<file path="src/hdl/ast_pkg.sv">
package ast_pkg;

    // event modes
    localparam logic [2:0] MODE_GOAL = 3'd0;
    localparam logic [2:0] MODE_PLAN = 3'd1;
    localparam logic [2:0] MODE_DIST = 3'd2;
    localparam logic [2:0] MODE_ODOM = 3'd3;
    localparam logic [2:0] MODE_EVAL = 3'd4;
    localparam logic [2:0] MODE_BEAT = 3'd5;

    // navigation states
    localparam logic [2:0] ST_WAIT    = 3'd0;
    localparam logic [2:0] ST_PLAN    = 3'd1;
    localparam logic [2:0] ST_MOVE    = 3'd2;
    localparam logic [2:0] ST_ARRIVED = 3'd3;

    // detail codes
    localparam logic [1:0] DET_STARTED = 2'd0;
    localparam logic [1:0] DET_GOAL    = 2'd1;
    localparam logic [1:0] DET_PLAN    = 2'd2;
    localparam logic [1:0] DET_REACHED = 2'd3;

    // configuration register indexes
    localparam logic [1:0] REG_ARRIVE_DIST = 2'd0;
    localparam logic [1:0] REG_STOP_SPEED  = 2'd1;
    localparam logic [1:0] REG_HOLD_TIME   = 2'd2;
    localparam logic [1:0] REG_FRESH_TIME  = 2'd3;

    localparam logic [15:0] ARRIVE_DIST_RST = 16'd200;
    localparam logic [15:0] STOP_SPEED_RST  = 16'd50;
    localparam logic [15:0] HOLD_TIME_RST   = 16'd800;
    localparam logic [15:0] FRESH_TIME_RST  = 16'd1000;
    localparam logic [31:0] STOP_LIM_RST    = 32'd2500;

    localparam int Q_DEPTH = 2;
    localparam int Q_PTR_W = (Q_DEPTH > 1) ? $clog2(Q_DEPTH) : 1;
    localparam int Q_CNT_W = $clog2(Q_DEPTH + 1);

    typedef struct packed {
        logic [2:0]         mode;
        logic [31:0]        now_ms;
        logic               plan_nonempty;
        logic               sample_valid;
        logic signed [31:0] distance_mm;
        logic signed [15:0] vel_x_mm_s;
        logic signed [15:0] vel_y_mm_s;
    } ast_evt_t;

    typedef struct packed {
        logic [2:0]  nav_state;
        logic [1:0]  detail_code;
        logic [31:0] stamp_ms;
    } ast_sts_t;

    // classified word passed from front to back
    typedef struct packed {
        logic [2:0]         op;
        logic [31:0]        now_ms;
        logic               plan_nonempty;
        logic signed [31:0] distance_mm;
        logic [31:0]        speed_sq;
    } ast_item_t;

    typedef struct packed {
        logic        we;
        logic [1:0]  index;
        logic [15:0] data;
    } ast_cfg_t;

    typedef struct packed {
        logic full;
        logic valid;
    } ast_q_status_t;

endpackage

</file>
<file path="src/hdl/ast_stream_if.sv">
interface ast_stream_if #(
    parameter type payload_t = logic
) ();
    logic     valid;
    logic     ready;
    payload_t payload;

    modport source (output valid, output payload, input ready);
    modport sink (input valid, input payload, output ready);
endinterface

</file>
<file path="src/hdl/arrival_status_tracker.sv">
// Channel | Dir | Handshake    | Payload
// evt     | in  | valid/ready  | mode, now_ms, plan_nonempty, sample_valid, distance_mm,
//         |     |              | vel_x_mm_s, vel_y_mm_s
// sts     | out | valid/ready  | nav_state, detail_code, stamp_ms
// cfg     | in  | cfg_we only  | cfg_index (0..3), cfg_data (16 bits)
//
// One event is taken per cycle unless the front register holds a word and the queue is full;
// its status word, if any, goes via front register, queue, back execution into the output register.
// The back executes one event a cycle while the output register is free or being read (sustained rate).
// Reset clears control state and loads config defaults at once; no clearing pass follows.
// A stalled status word holds the back; the two-word queue and the front register
// keep taking events until they fill.
module arrival_status_tracker
    import ast_pkg::*;
#(
    parameter int TIME_BITS = 32
) (
    input  logic         clk,
    input  logic         rst_n,
    ast_stream_if.sink   evt,
    ast_stream_if.source sts,
    input  logic         cfg_we,
    input  logic [1:0]   cfg_index,
    input  logic [15:0]  cfg_data
);

    ast_cfg_t      cfg;
    ast_q_status_t q_status;
    ast_item_t     push_item;
    ast_item_t     head;
    logic          push;
    logic          pop;
    ast_sts_t      sts_word;

    assign cfg.we    = cfg_we;
    assign cfg.index = cfg_index;
    assign cfg.data  = cfg_data;

    ast_front u_front (
        .clk         (clk),
        .rst_n       (rst_n),
        .evt_valid   (evt.valid),
        .evt_ready   (evt.ready),
        .evt_payload (evt.payload),
        .q_status    (q_status),
        .push        (push),
        .push_item   (push_item)
    );

    ast_fifo u_fifo (
        .clk       (clk),
        .rst_n     (rst_n),
        .push      (push),
        .push_item (push_item),
        .pop       (pop),
        .status    (q_status),
        .head      (head)
    );

    ast_back #(
        .TIME_BITS (TIME_BITS)
    ) u_back (
        .clk         (clk),
        .rst_n       (rst_n),
        .cfg         (cfg),
        .q_status    (q_status),
        .item        (head),
        .pop         (pop),
        .sts_valid   (sts.valid),
        .sts_ready   (sts.ready),
        .sts_payload (sts_word)
    );

    assign sts.payload = sts_word;

endmodule

</file>
<file path="src/hdl/ast_front.sv">
module ast_front
    import ast_pkg::*;
(
    input  logic          clk,
    input  logic          rst_n,
    input  logic          evt_valid,
    output logic          evt_ready,
    input  ast_evt_t      evt_payload,
    input  ast_q_status_t q_status,
    output logic          push,
    output ast_item_t     push_item
);

    logic               stage_valid_reg, stage_valid_next;
    logic [2:0]         op_reg;
    logic [31:0]        now_reg;
    logic               plan_reg;
    logic signed [31:0] dist_reg;
    logic [30:0]        sq_x_reg;
    logic [30:0]        sq_y_reg;
    logic signed [31:0] sq_x;
    logic signed [31:0] sq_y;
    logic               accept;
    logic               keep;

    assign sq_x = 32'(evt_payload.vel_x_mm_s) * 32'(evt_payload.vel_x_mm_s);
    assign sq_y = 32'(evt_payload.vel_y_mm_s) * 32'(evt_payload.vel_y_mm_s);

    assign push      = stage_valid_reg && !q_status.full;
    assign evt_ready = !stage_valid_reg || !q_status.full;
    assign accept    = evt_valid && evt_ready;

    // drop words that can change nothing in the back
    always_comb
    begin
        case (evt_payload.mode)
            MODE_GOAL, MODE_EVAL, MODE_BEAT: keep = 1'b1;
            MODE_PLAN: keep = evt_payload.plan_nonempty;
            MODE_DIST, MODE_ODOM: keep = evt_payload.sample_valid;
            default: keep = 1'b0;
        endcase
    end

    always_comb
    begin
        stage_valid_next = stage_valid_reg;
        if (accept)
            stage_valid_next = keep;
        else if (push)
            stage_valid_next = 1'b0;
    end

    always_ff @(posedge clk or negedge rst_n)
    begin
        if (!rst_n)
            stage_valid_reg <= 1'b0;
        else
            stage_valid_reg <= stage_valid_next;
    end

    always_ff @(posedge clk)
    begin
        if (accept)
        begin
            op_reg   <= evt_payload.mode;
            now_reg  <= evt_payload.now_ms;
            plan_reg <= evt_payload.plan_nonempty;
            dist_reg <= evt_payload.distance_mm;
            sq_x_reg <= sq_x[30:0];
            sq_y_reg <= sq_y[30:0];
        end
    end

    always_comb
    begin
        push_item.op            = op_reg;
        push_item.now_ms        = now_reg;
        push_item.plan_nonempty = plan_reg;
        push_item.distance_mm   = dist_reg;
        push_item.speed_sq      = {1'b0, sq_x_reg} + {1'b0, sq_y_reg};
    end

endmodule

</file>
<file path="src/hdl/ast_fifo.sv">
module ast_fifo
    import ast_pkg::*;
(
    input  logic          clk,
    input  logic          rst_n,
    input  logic          push,
    input  ast_item_t     push_item,
    input  logic          pop,
    output ast_q_status_t status,
    output ast_item_t     head
);

    ast_item_t            entry_reg [Q_DEPTH];
    logic [Q_PTR_W-1:0]   wr_ptr_reg, wr_ptr_next;
    logic [Q_PTR_W-1:0]   rd_ptr_reg, rd_ptr_next;
    logic [Q_CNT_W-1:0]   count_reg, count_next;

    localparam logic [Q_PTR_W-1:0] PTR_LAST = Q_PTR_W'(Q_DEPTH - 1);
    localparam logic [Q_CNT_W-1:0] CNT_FULL = Q_CNT_W'(Q_DEPTH);

    assign status.full  = (count_reg == CNT_FULL);
    assign status.valid = (count_reg != '0);
    assign head         = entry_reg[rd_ptr_reg];

    always_comb
    begin
        wr_ptr_next = wr_ptr_reg;
        rd_ptr_next = rd_ptr_reg;
        count_next  = count_reg;
        if (push)
            wr_ptr_next = (wr_ptr_reg == PTR_LAST) ? '0 : wr_ptr_reg + 1'b1;
        if (pop)
            rd_ptr_next = (rd_ptr_reg == PTR_LAST) ? '0 : rd_ptr_reg + 1'b1;
        if (push && !pop)
            count_next = count_reg + 1'b1;
        else if (pop && !push)
            count_next = count_reg - 1'b1;
    end

    always_ff @(posedge clk or negedge rst_n)
    begin
        if (!rst_n)
        begin
            wr_ptr_reg <= '0;
            rd_ptr_reg <= '0;
            count_reg  <= '0;
        end
        else
        begin
            wr_ptr_reg <= wr_ptr_next;
            rd_ptr_reg <= rd_ptr_next;
            count_reg  <= count_next;
        end
    end

    always_ff @(posedge clk)
    begin
        if (push)
            entry_reg[wr_ptr_reg] <= push_item;
    end

    a_no_overflow: assert property (@(posedge clk) disable iff (!rst_n)
        push |-> (!status.full || pop))
        else $error("queue written while full");

    a_no_underflow: assert property (@(posedge clk) disable iff (!rst_n)
        pop |-> status.valid)
        else $error("queue read while empty");

    a_count_bound: assert property (@(posedge clk) disable iff (!rst_n)
        count_reg <= CNT_FULL)
        else $error("queue count beyond depth");

endmodule

</file>
<file path="src/hdl/ast_back.sv">
module ast_back
    import ast_pkg::*;
#(
    parameter int TIME_BITS = 32
) (
    input  logic          clk,
    input  logic          rst_n,
    input  ast_cfg_t      cfg,
    input  ast_q_status_t q_status,
    input  ast_item_t     item,
    output logic          pop,
    output logic          sts_valid,
    input  logic          sts_ready,
    output ast_sts_t      sts_payload
);

    logic [15:0]          arrive_reg, stop_reg, hold_time_reg, fresh_reg;
    logic [31:0]          lim_reg;

    logic [2:0]           state_reg, state_next;
    logic [1:0]           detail_reg, detail_next;
    logic signed [31:0]   dist_reg, dist_next;
    logic                 dist_have_reg, dist_have_next;
    logic [TIME_BITS-1:0] dist_stamp_reg, dist_stamp_next;
    logic [31:0]          speed_reg, speed_next;
    logic                 speed_have_reg, speed_have_next;
    logic [TIME_BITS-1:0] speed_stamp_reg, speed_stamp_next;
    logic                 hold_active_reg, hold_active_next;
    logic [TIME_BITS-1:0] hold_since_reg, hold_since_next;

    logic                 out_valid_reg;
    ast_sts_t             out_reg;

    logic [TIME_BITS-1:0] now_t;
    logic [31:0]          stamp;
    logic [TIME_BITS-1:0] dist_age, speed_age, hold_age;
    logic                 ok;
    logic                 emit;
    logic [2:0]           emit_state;
    logic [1:0]           emit_detail;

    generate
        if (TIME_BITS > 32)
        begin : g_wide
            assign now_t = {{(TIME_BITS-32){1'b0}}, item.now_ms};
            assign stamp = item.now_ms;
        end
        else if (TIME_BITS == 32)
        begin : g_equal
            assign now_t = item.now_ms;
            assign stamp = item.now_ms;
        end
        else
        begin : g_narrow
            assign now_t = item.now_ms[TIME_BITS-1:0];
            assign stamp = {{(32-TIME_BITS){1'b0}}, item.now_ms[TIME_BITS-1:0]};
        end
    endgenerate

    assign pop = q_status.valid && (!out_valid_reg || sts_ready);

    // ages wrap with the time counter
    assign dist_age  = now_t - dist_stamp_reg;
    assign speed_age = now_t - speed_stamp_reg;
    assign hold_age  = now_t - hold_since_reg;

    assign ok = dist_have_reg && speed_have_reg
        && (dist_age <= TIME_BITS'(fresh_reg))
        && (speed_age <= TIME_BITS'(fresh_reg))
        && (dist_reg <= $signed({16'd0, arrive_reg}))
        && (speed_reg <= lim_reg);

    always_comb
    begin
        state_next       = state_reg;
        detail_next      = detail_reg;
        dist_next        = dist_reg;
        dist_have_next   = dist_have_reg;
        dist_stamp_next  = dist_stamp_reg;
        speed_next       = speed_reg;
        speed_have_next  = speed_have_reg;
        speed_stamp_next = speed_stamp_reg;
        hold_active_next = hold_active_reg;
        hold_since_next  = hold_since_reg;
        emit             = 1'b0;
        emit_state       = state_reg;
        emit_detail      = detail_reg;
        if (pop)
        begin
            case (item.op)
                MODE_GOAL:
                begin
                    hold_active_next = 1'b0;
                    dist_have_next   = 1'b0;
                    speed_have_next  = 1'b0;
                    state_next       = ST_PLAN;
                    detail_next      = DET_GOAL;
                    emit             = 1'b1;
                    emit_state       = ST_PLAN;
                    emit_detail      = DET_GOAL;
                end
                MODE_PLAN:
                begin
                    if (state_reg == ST_PLAN && item.plan_nonempty)
                    begin
                        hold_active_next = 1'b0;
                        state_next       = ST_MOVE;
                        detail_next      = DET_PLAN;
                        emit             = 1'b1;
                        emit_state       = ST_MOVE;
                        emit_detail      = DET_PLAN;
                    end
                end
                MODE_DIST:
                begin
                    dist_next       = item.distance_mm;
                    dist_stamp_next = now_t;
                    dist_have_next  = 1'b1;
                end
                MODE_ODOM:
                begin
                    speed_next       = item.speed_sq;
                    speed_stamp_next = now_t;
                    speed_have_next  = 1'b1;
                end
                MODE_EVAL:
                begin
                    if (state_reg != ST_MOVE || !ok)
                        hold_active_next = 1'b0;
                    else if (!hold_active_reg)
                    begin
                        // first good tick only opens the hold window
                        hold_active_next = 1'b1;
                        hold_since_next  = now_t;
                    end
                    else if (hold_age >= TIME_BITS'(hold_time_reg))
                    begin
                        hold_active_next = 1'b0;
                        state_next       = ST_ARRIVED;
                        detail_next      = DET_REACHED;
                        emit             = 1'b1;
                        emit_state       = ST_ARRIVED;
                        emit_detail      = DET_REACHED;
                    end
                end
                MODE_BEAT:
                begin
                    emit = 1'b1;
                end
                default:
                begin
                end
            endcase
        end
    end

    always_ff @(posedge clk or negedge rst_n)
    begin
        if (!rst_n)
        begin
            arrive_reg      <= ARRIVE_DIST_RST;
            stop_reg        <= STOP_SPEED_RST;
            hold_time_reg   <= HOLD_TIME_RST;
            fresh_reg       <= FRESH_TIME_RST;
            lim_reg         <= STOP_LIM_RST;
            state_reg       <= ST_WAIT;
            detail_reg      <= DET_STARTED;
            dist_reg        <= '0;
            dist_have_reg   <= 1'b0;
            dist_stamp_reg  <= '0;
            speed_reg       <= '0;
            speed_have_reg  <= 1'b0;
            speed_stamp_reg <= '0;
            hold_active_reg <= 1'b0;
            hold_since_reg  <= '0;
            out_valid_reg   <= 1'b0;
        end
        else
        begin
            if (cfg.we)
            begin
                case (cfg.index)
                    REG_ARRIVE_DIST: arrive_reg    <= cfg.data;
                    REG_STOP_SPEED:  stop_reg      <= cfg.data;
                    REG_HOLD_TIME:   hold_time_reg <= cfg.data;
                    REG_FRESH_TIME:  fresh_reg     <= cfg.data;
                    default: ;
                endcase
            end
            // squared speed limit is a registered copy of the stop speed squared
            lim_reg         <= 32'(stop_reg) * 32'(stop_reg);
            state_reg       <= state_next;
            detail_reg      <= detail_next;
            dist_reg        <= dist_next;
            dist_have_reg   <= dist_have_next;
            dist_stamp_reg  <= dist_stamp_next;
            speed_reg       <= speed_next;
            speed_have_reg  <= speed_have_next;
            speed_stamp_reg <= speed_stamp_next;
            hold_active_reg <= hold_active_next;
            hold_since_reg  <= hold_since_next;
            if (emit)
                out_valid_reg <= 1'b1;
            else if (sts_ready)
                out_valid_reg <= 1'b0;
        end
    end

    always_ff @(posedge clk)
    begin
        if (emit)
        begin
            out_reg.nav_state   <= emit_state;
            out_reg.detail_code <= emit_detail;
            out_reg.stamp_ms    <= stamp;
        end
    end

    assign sts_valid   = out_valid_reg;
    assign sts_payload = out_reg;

    a_goal_plans: assert property (@(posedge clk) disable iff (!rst_n)
        (pop && item.op == MODE_GOAL) |=> (state_reg == ST_PLAN && !hold_active_reg))
        else $error("goal did not restart planning");

    a_arrive_needs_hold: assert property (@(posedge clk) disable iff (!rst_n)
        (pop && item.op == MODE_EVAL && emit) |-> (hold_active_reg && state_reg == ST_MOVE))
        else $error("arrival without an open hold window");

    a_status_from_pop: assert property (@(posedge clk) disable iff (!rst_n)
        $rose(out_valid_reg) |-> $past(pop))
        else $error("status word without a popped event");

    a_no_overwrite: assert property (@(posedge clk) disable iff (!rst_n)
        emit |-> (!out_valid_reg || sts_ready))
        else $error("pending status overwritten");

endmodule
</file>
<file path="src/flat_wrapper.sv">
// flat-port wrapper written by rule: the top's interface ports become plain ports
module arrival_status_tracker_flat import ast_pkg::*;
#(
    parameter int TIME_BITS = 32
)
  (clk, rst_n, cfg_we, cfg_index, cfg_data, evt_valid, evt_payload, evt_ready, sts_valid, sts_payload, sts_ready);
  ast_stream_if evt_i ();
  ast_stream_if sts_i ();
  input  logic clk;
  input  logic rst_n;
  input  logic cfg_we;
  input  logic [1:0] cfg_index;
  input  logic [15:0] cfg_data;
  input wire logic [$bits(evt_i.valid)-1:0] evt_valid;
  input wire logic [$bits(evt_i.payload)-1:0] evt_payload;
  output wire logic [$bits(evt_i.ready)-1:0] evt_ready;
  output wire logic [$bits(sts_i.valid)-1:0] sts_valid;
  output wire logic [$bits(sts_i.payload)-1:0] sts_payload;
  input wire logic [$bits(sts_i.ready)-1:0] sts_ready;
  assign evt_i.valid = evt_valid;
  assign evt_i.payload = evt_payload;
  assign evt_ready = evt_i.ready;
  assign sts_valid = sts_i.valid;
  assign sts_payload = sts_i.payload;
  assign sts_i.ready = sts_ready;
  arrival_status_tracker #(.TIME_BITS(TIME_BITS)) u_core (.clk(clk), .rst_n(rst_n), .evt(evt_i), .sts(sts_i), .cfg_we(cfg_we), .cfg_index(cfg_index), .cfg_data(cfg_data));
endmodule
</file>
<file path="config.mk">
export PLATFORM = sky130hd
export DESIGN_NAME = arrival_status_tracker_flat
export DESIGN_NICKNAME = d
export VERILOG_FILES = /design/src/hdl/ast_pkg.sv /design/src/hdl/ast_stream_if.sv /design/src/hdl/arrival_status_tracker.sv /design/src/hdl/ast_front.sv /design/src/hdl/ast_fifo.sv /design/src/hdl/ast_back.sv /design/src/flat_wrapper.sv
export SDC_FILE = /design/constraint.sdc
export NUM_CORES = 1
export LEC_CHECK = 0
export BUFFER_PORTS_ARGS = -buffer_cell sky130_fd_sc_hd__buf_2
export CORE_AREA = 2 2 39 41
export DETAILED_ROUTE_END_ITERATION = 10
export DIE_AREA = 0 0 41 43
export GPL_TIMING_DRIVEN = 0
export MAX_ROUTING_LAYER = met4
export PLACE_DENSITY = 0.51
export SYNTH_ARGS = -nofsm -noshare
export SYNTH_HDL_FRONTEND = slang
export SYNTH_SLANG_ARGS = --single-unit
</file>
<file path="constraint.sdc">
create_clock -name clk -period 2.57 [get_ports clk]
set_clock_uncertainty 0.15 [all_clocks]
set_input_delay 0.257 -clock clk [delete_from_list [all_inputs] [get_ports clk]]
set_output_delay 0.257 -clock clk [all_outputs]
set_load 0.02 [all_outputs]
</file>
==> flow_summary.yaml <==
run_status:
  status: "complete, no violations"
sta:
  hold_viol: 0
  fin_crit_ns: 1.502
  setup_viol_count_final: 0
  fmax_ghz: 0.6659
  drv_slew: 0
  grt_setup_unrepaired: "false"
  setup-tns-final_ns: 0
  fin_crit_sh_pct: 58.44
  hold_ws_ns: 0.05995
  fin_ws_ns: 1.068
final_layout:
  stdcell_area_sq_um: 272.8
  largest_reg_flops: 2
  post-route-util_pct: 19.71
  fin_nets: 55
  final_cell_count_no_fill: 44
  drive_gt1_share_pct: 32.14
  syn_to_final_growth_pct: 39.74
  num_antenna_cells: 0
critical_path:
  critPathBufInv: 1
  startpoint_type: "flop"
  max_stage_delay_ns: 0.42
  crit_chain: "inv_1 -> a21boi_0 -> ha_1 -> nor2_1 -> xor2_1"
  critPathMaxFanout: 5
  endpoint_kind: "flop"
  path_delay_family: "flip-flops"
  cp.required_ns: 2.58
  crit_path_top_delay_cell: "dfrtp_1"
  critPathArrivalTime_ns: 1.51
  rrSetupSlack_ns: 1.07
  crit_type: "flop to flop"
clock_tree:
  clkTransAtPathRegs_ns: 0.04
  clockBufferDepth: 2
  clk_latency_ns: 0.24
  cts_max_level: 1
  cts_tree: "yes"
  cts_root_buffer: "clkbuf_4"
  cts_sinks: 4
  cts_hold_repair.buffers: 1
  cts_resized: 0
  post-cts-setup-buffers: 0
  cts_buffers: 3
floorplan:
  core-area_sq_um: 1384
  die_h_um: 43
  start_util_pct: 14.10
  fp.dieW_um: 41
  dieArea_sq_um: 1763
  io_pins: 27
  core.rowCount: 14
pwr:
  internal_power_mw: 0.2069
  p_sw_share_pct: 37.77
  comb_power_share_pct: 39.6
  pwr-share-clk_pct: 24.4
  ir_drop_mv: 0.2411
  seq_power_share_pct: 36.1
  p_sw_mw: 0.1256
  total_power_mw: 0.3325
  power.density_nw_per_um2: 1219
  p_leak_nw: 0.1306
drt:
  ant_nets: 0
  wl_per_cell_um: 7.886
  dr_total_vias: 152
  wirelength_um: 347
  drt_iter0_markers: 2
  via_per_inst: 3.455
  drc: 0
  dr.pass1.iters: 4
place:
  dpl.cell_count: 40
  place_congestion: 0.5964
  place_hpwl_um: 232.7
  place_ws_ns: 1.115
  port_buffers: 5
  place_area_sq_um: 240.2
yosys:
  yosys.area.top_type: "dfrtp_1"
  synth_fp_nets: 44
  ys.warnings.count: 0
  yosysTopAreaCellShare_pct: 51.28
  syn_area_sq_um: 195.2
  synth_area_per_cell_sq_um: 10.27
  ys_top_cells_by_area: "dfrtp_1 51%, xor2_1 9.0%, ha_1 6.4%, nand2b_1 6.4%, xnor2_1 4.5%"
  syn_inst: 19
  postSynth.asyncResetShare_pct: 100.0
  ys.flop_type: "dfrtp_1"
  synth_edf_count: 0
  synth.top_cells.by_count: "4 x dfrtp_1, 2 x nand2b_1, 2 x nor2_1, 2 x xor2_1"
  synth.distinct_cells: 13
  synth_most_common_cell: "dfrtp_1"
  seq_area_frac_synth_pct: 51.28
  synth_seq_cells: 4
global_routing:
  grt_pass1_vias: 157
  grt_usage_pct: 5.144
  grt_max_degree: 6
  grt_overflow_total: 0
  grt_pass1_wl_um: 565
  antenna_found_initial: 0
run:
  drv_cap: 0
hold_path:
  min_path_type: "input pin to flop"
[cells by family after synthesis]
family                     share of synthesized area, %
adders and majority gates                         6.409
xor gates and xnor gates                          13.46
AOI/OAI and AO/OA                                 6.409
other                                             1.921
and+or+nand+nor                                   14.74
buffers and inverters                             5.769
DFF                                               51.28
[per-layer routing]
layer	vias up	track usage (%)	wire length [um]
li1	76	-	-
met1	71	5.788	172
met2	5	6.250	151
met3	0	4.712	23
met4	0	2.000	0
met5	-	-	0
[layout make-up]
cell class / count / area, sq um
multi-input combinational: 13 / 83.83
sequential: 4 / 100.1
tap: 16 / 20.02
fill: 153 / 1111
clock buffer: 3 / 22.52
inverter: 1 / 3.754
buffer: 1 / 7.507
timing repair buffer: 6 / 35.03
[path summary, 6_finish.rpt]
kind | startpoint | cells after the start | to
worst max-delay path | u_core.u_fifo.count_reg[0] | 5 | u_core.u_fifo.count_reg[1]
worst min-delay path | evt_valid | 2 | u_core.u_front.stage_valid_reg
worst max register to register | u_core.u_fifo.count_reg[0] | 5 | u_core.u_fifo.count_reg[1]
worst min register to register | u_core.u_back.sts_valid | 2 | u_core.u_back.sts_valid
max in group asynchronous | rst_n | 2 | u_core.u_fifo.count_reg[0]
min in group asynchronous | rst_n | 2 | u_core.u_back.sts_valid
[power groups by stage]
stage	Sequential, mW	Clock, mW	Combinational, mW
2_1_floorplan	0.122	0	0.0983
3_3_place_gp	0.120	0	0.130
3_5_place_dp	0.121	0	0.129
4_1_cts	0.120	0.0835	0.134
5_1_grt	0.126	0.0862	0.149
6_report	0.120	0.0810	0.132
[cells in the final DEF (no fill, tap or decap)]
master         synthesis  routed
buf_2                  0       5
dfrtp_1                4       4
clkbuf_4               0       3
nand2b_1               2       2
xor2_1                 2       2
nor2_1                 2       2
o21ai_0                1       1
inv_1                  1       1
nand3_1                1       1
nand2_1                1       1
xnor2_1                1       1
a21boi_0               1       1
ha_1                   1       1
buf_4                  1       1
conb_1                 1       1
dlygate4sd3_1          0       1
[worst register-to-register path: stages (launching register included)]
cell      delay (ns)
dfrtp_1         0.42
inv_1           0.08
a21boi_0        0.21
ha_1            0.29
nor2_1          0.14
xor2_1          0.15
Note: power is estimated with default switching activity, not from simulation.
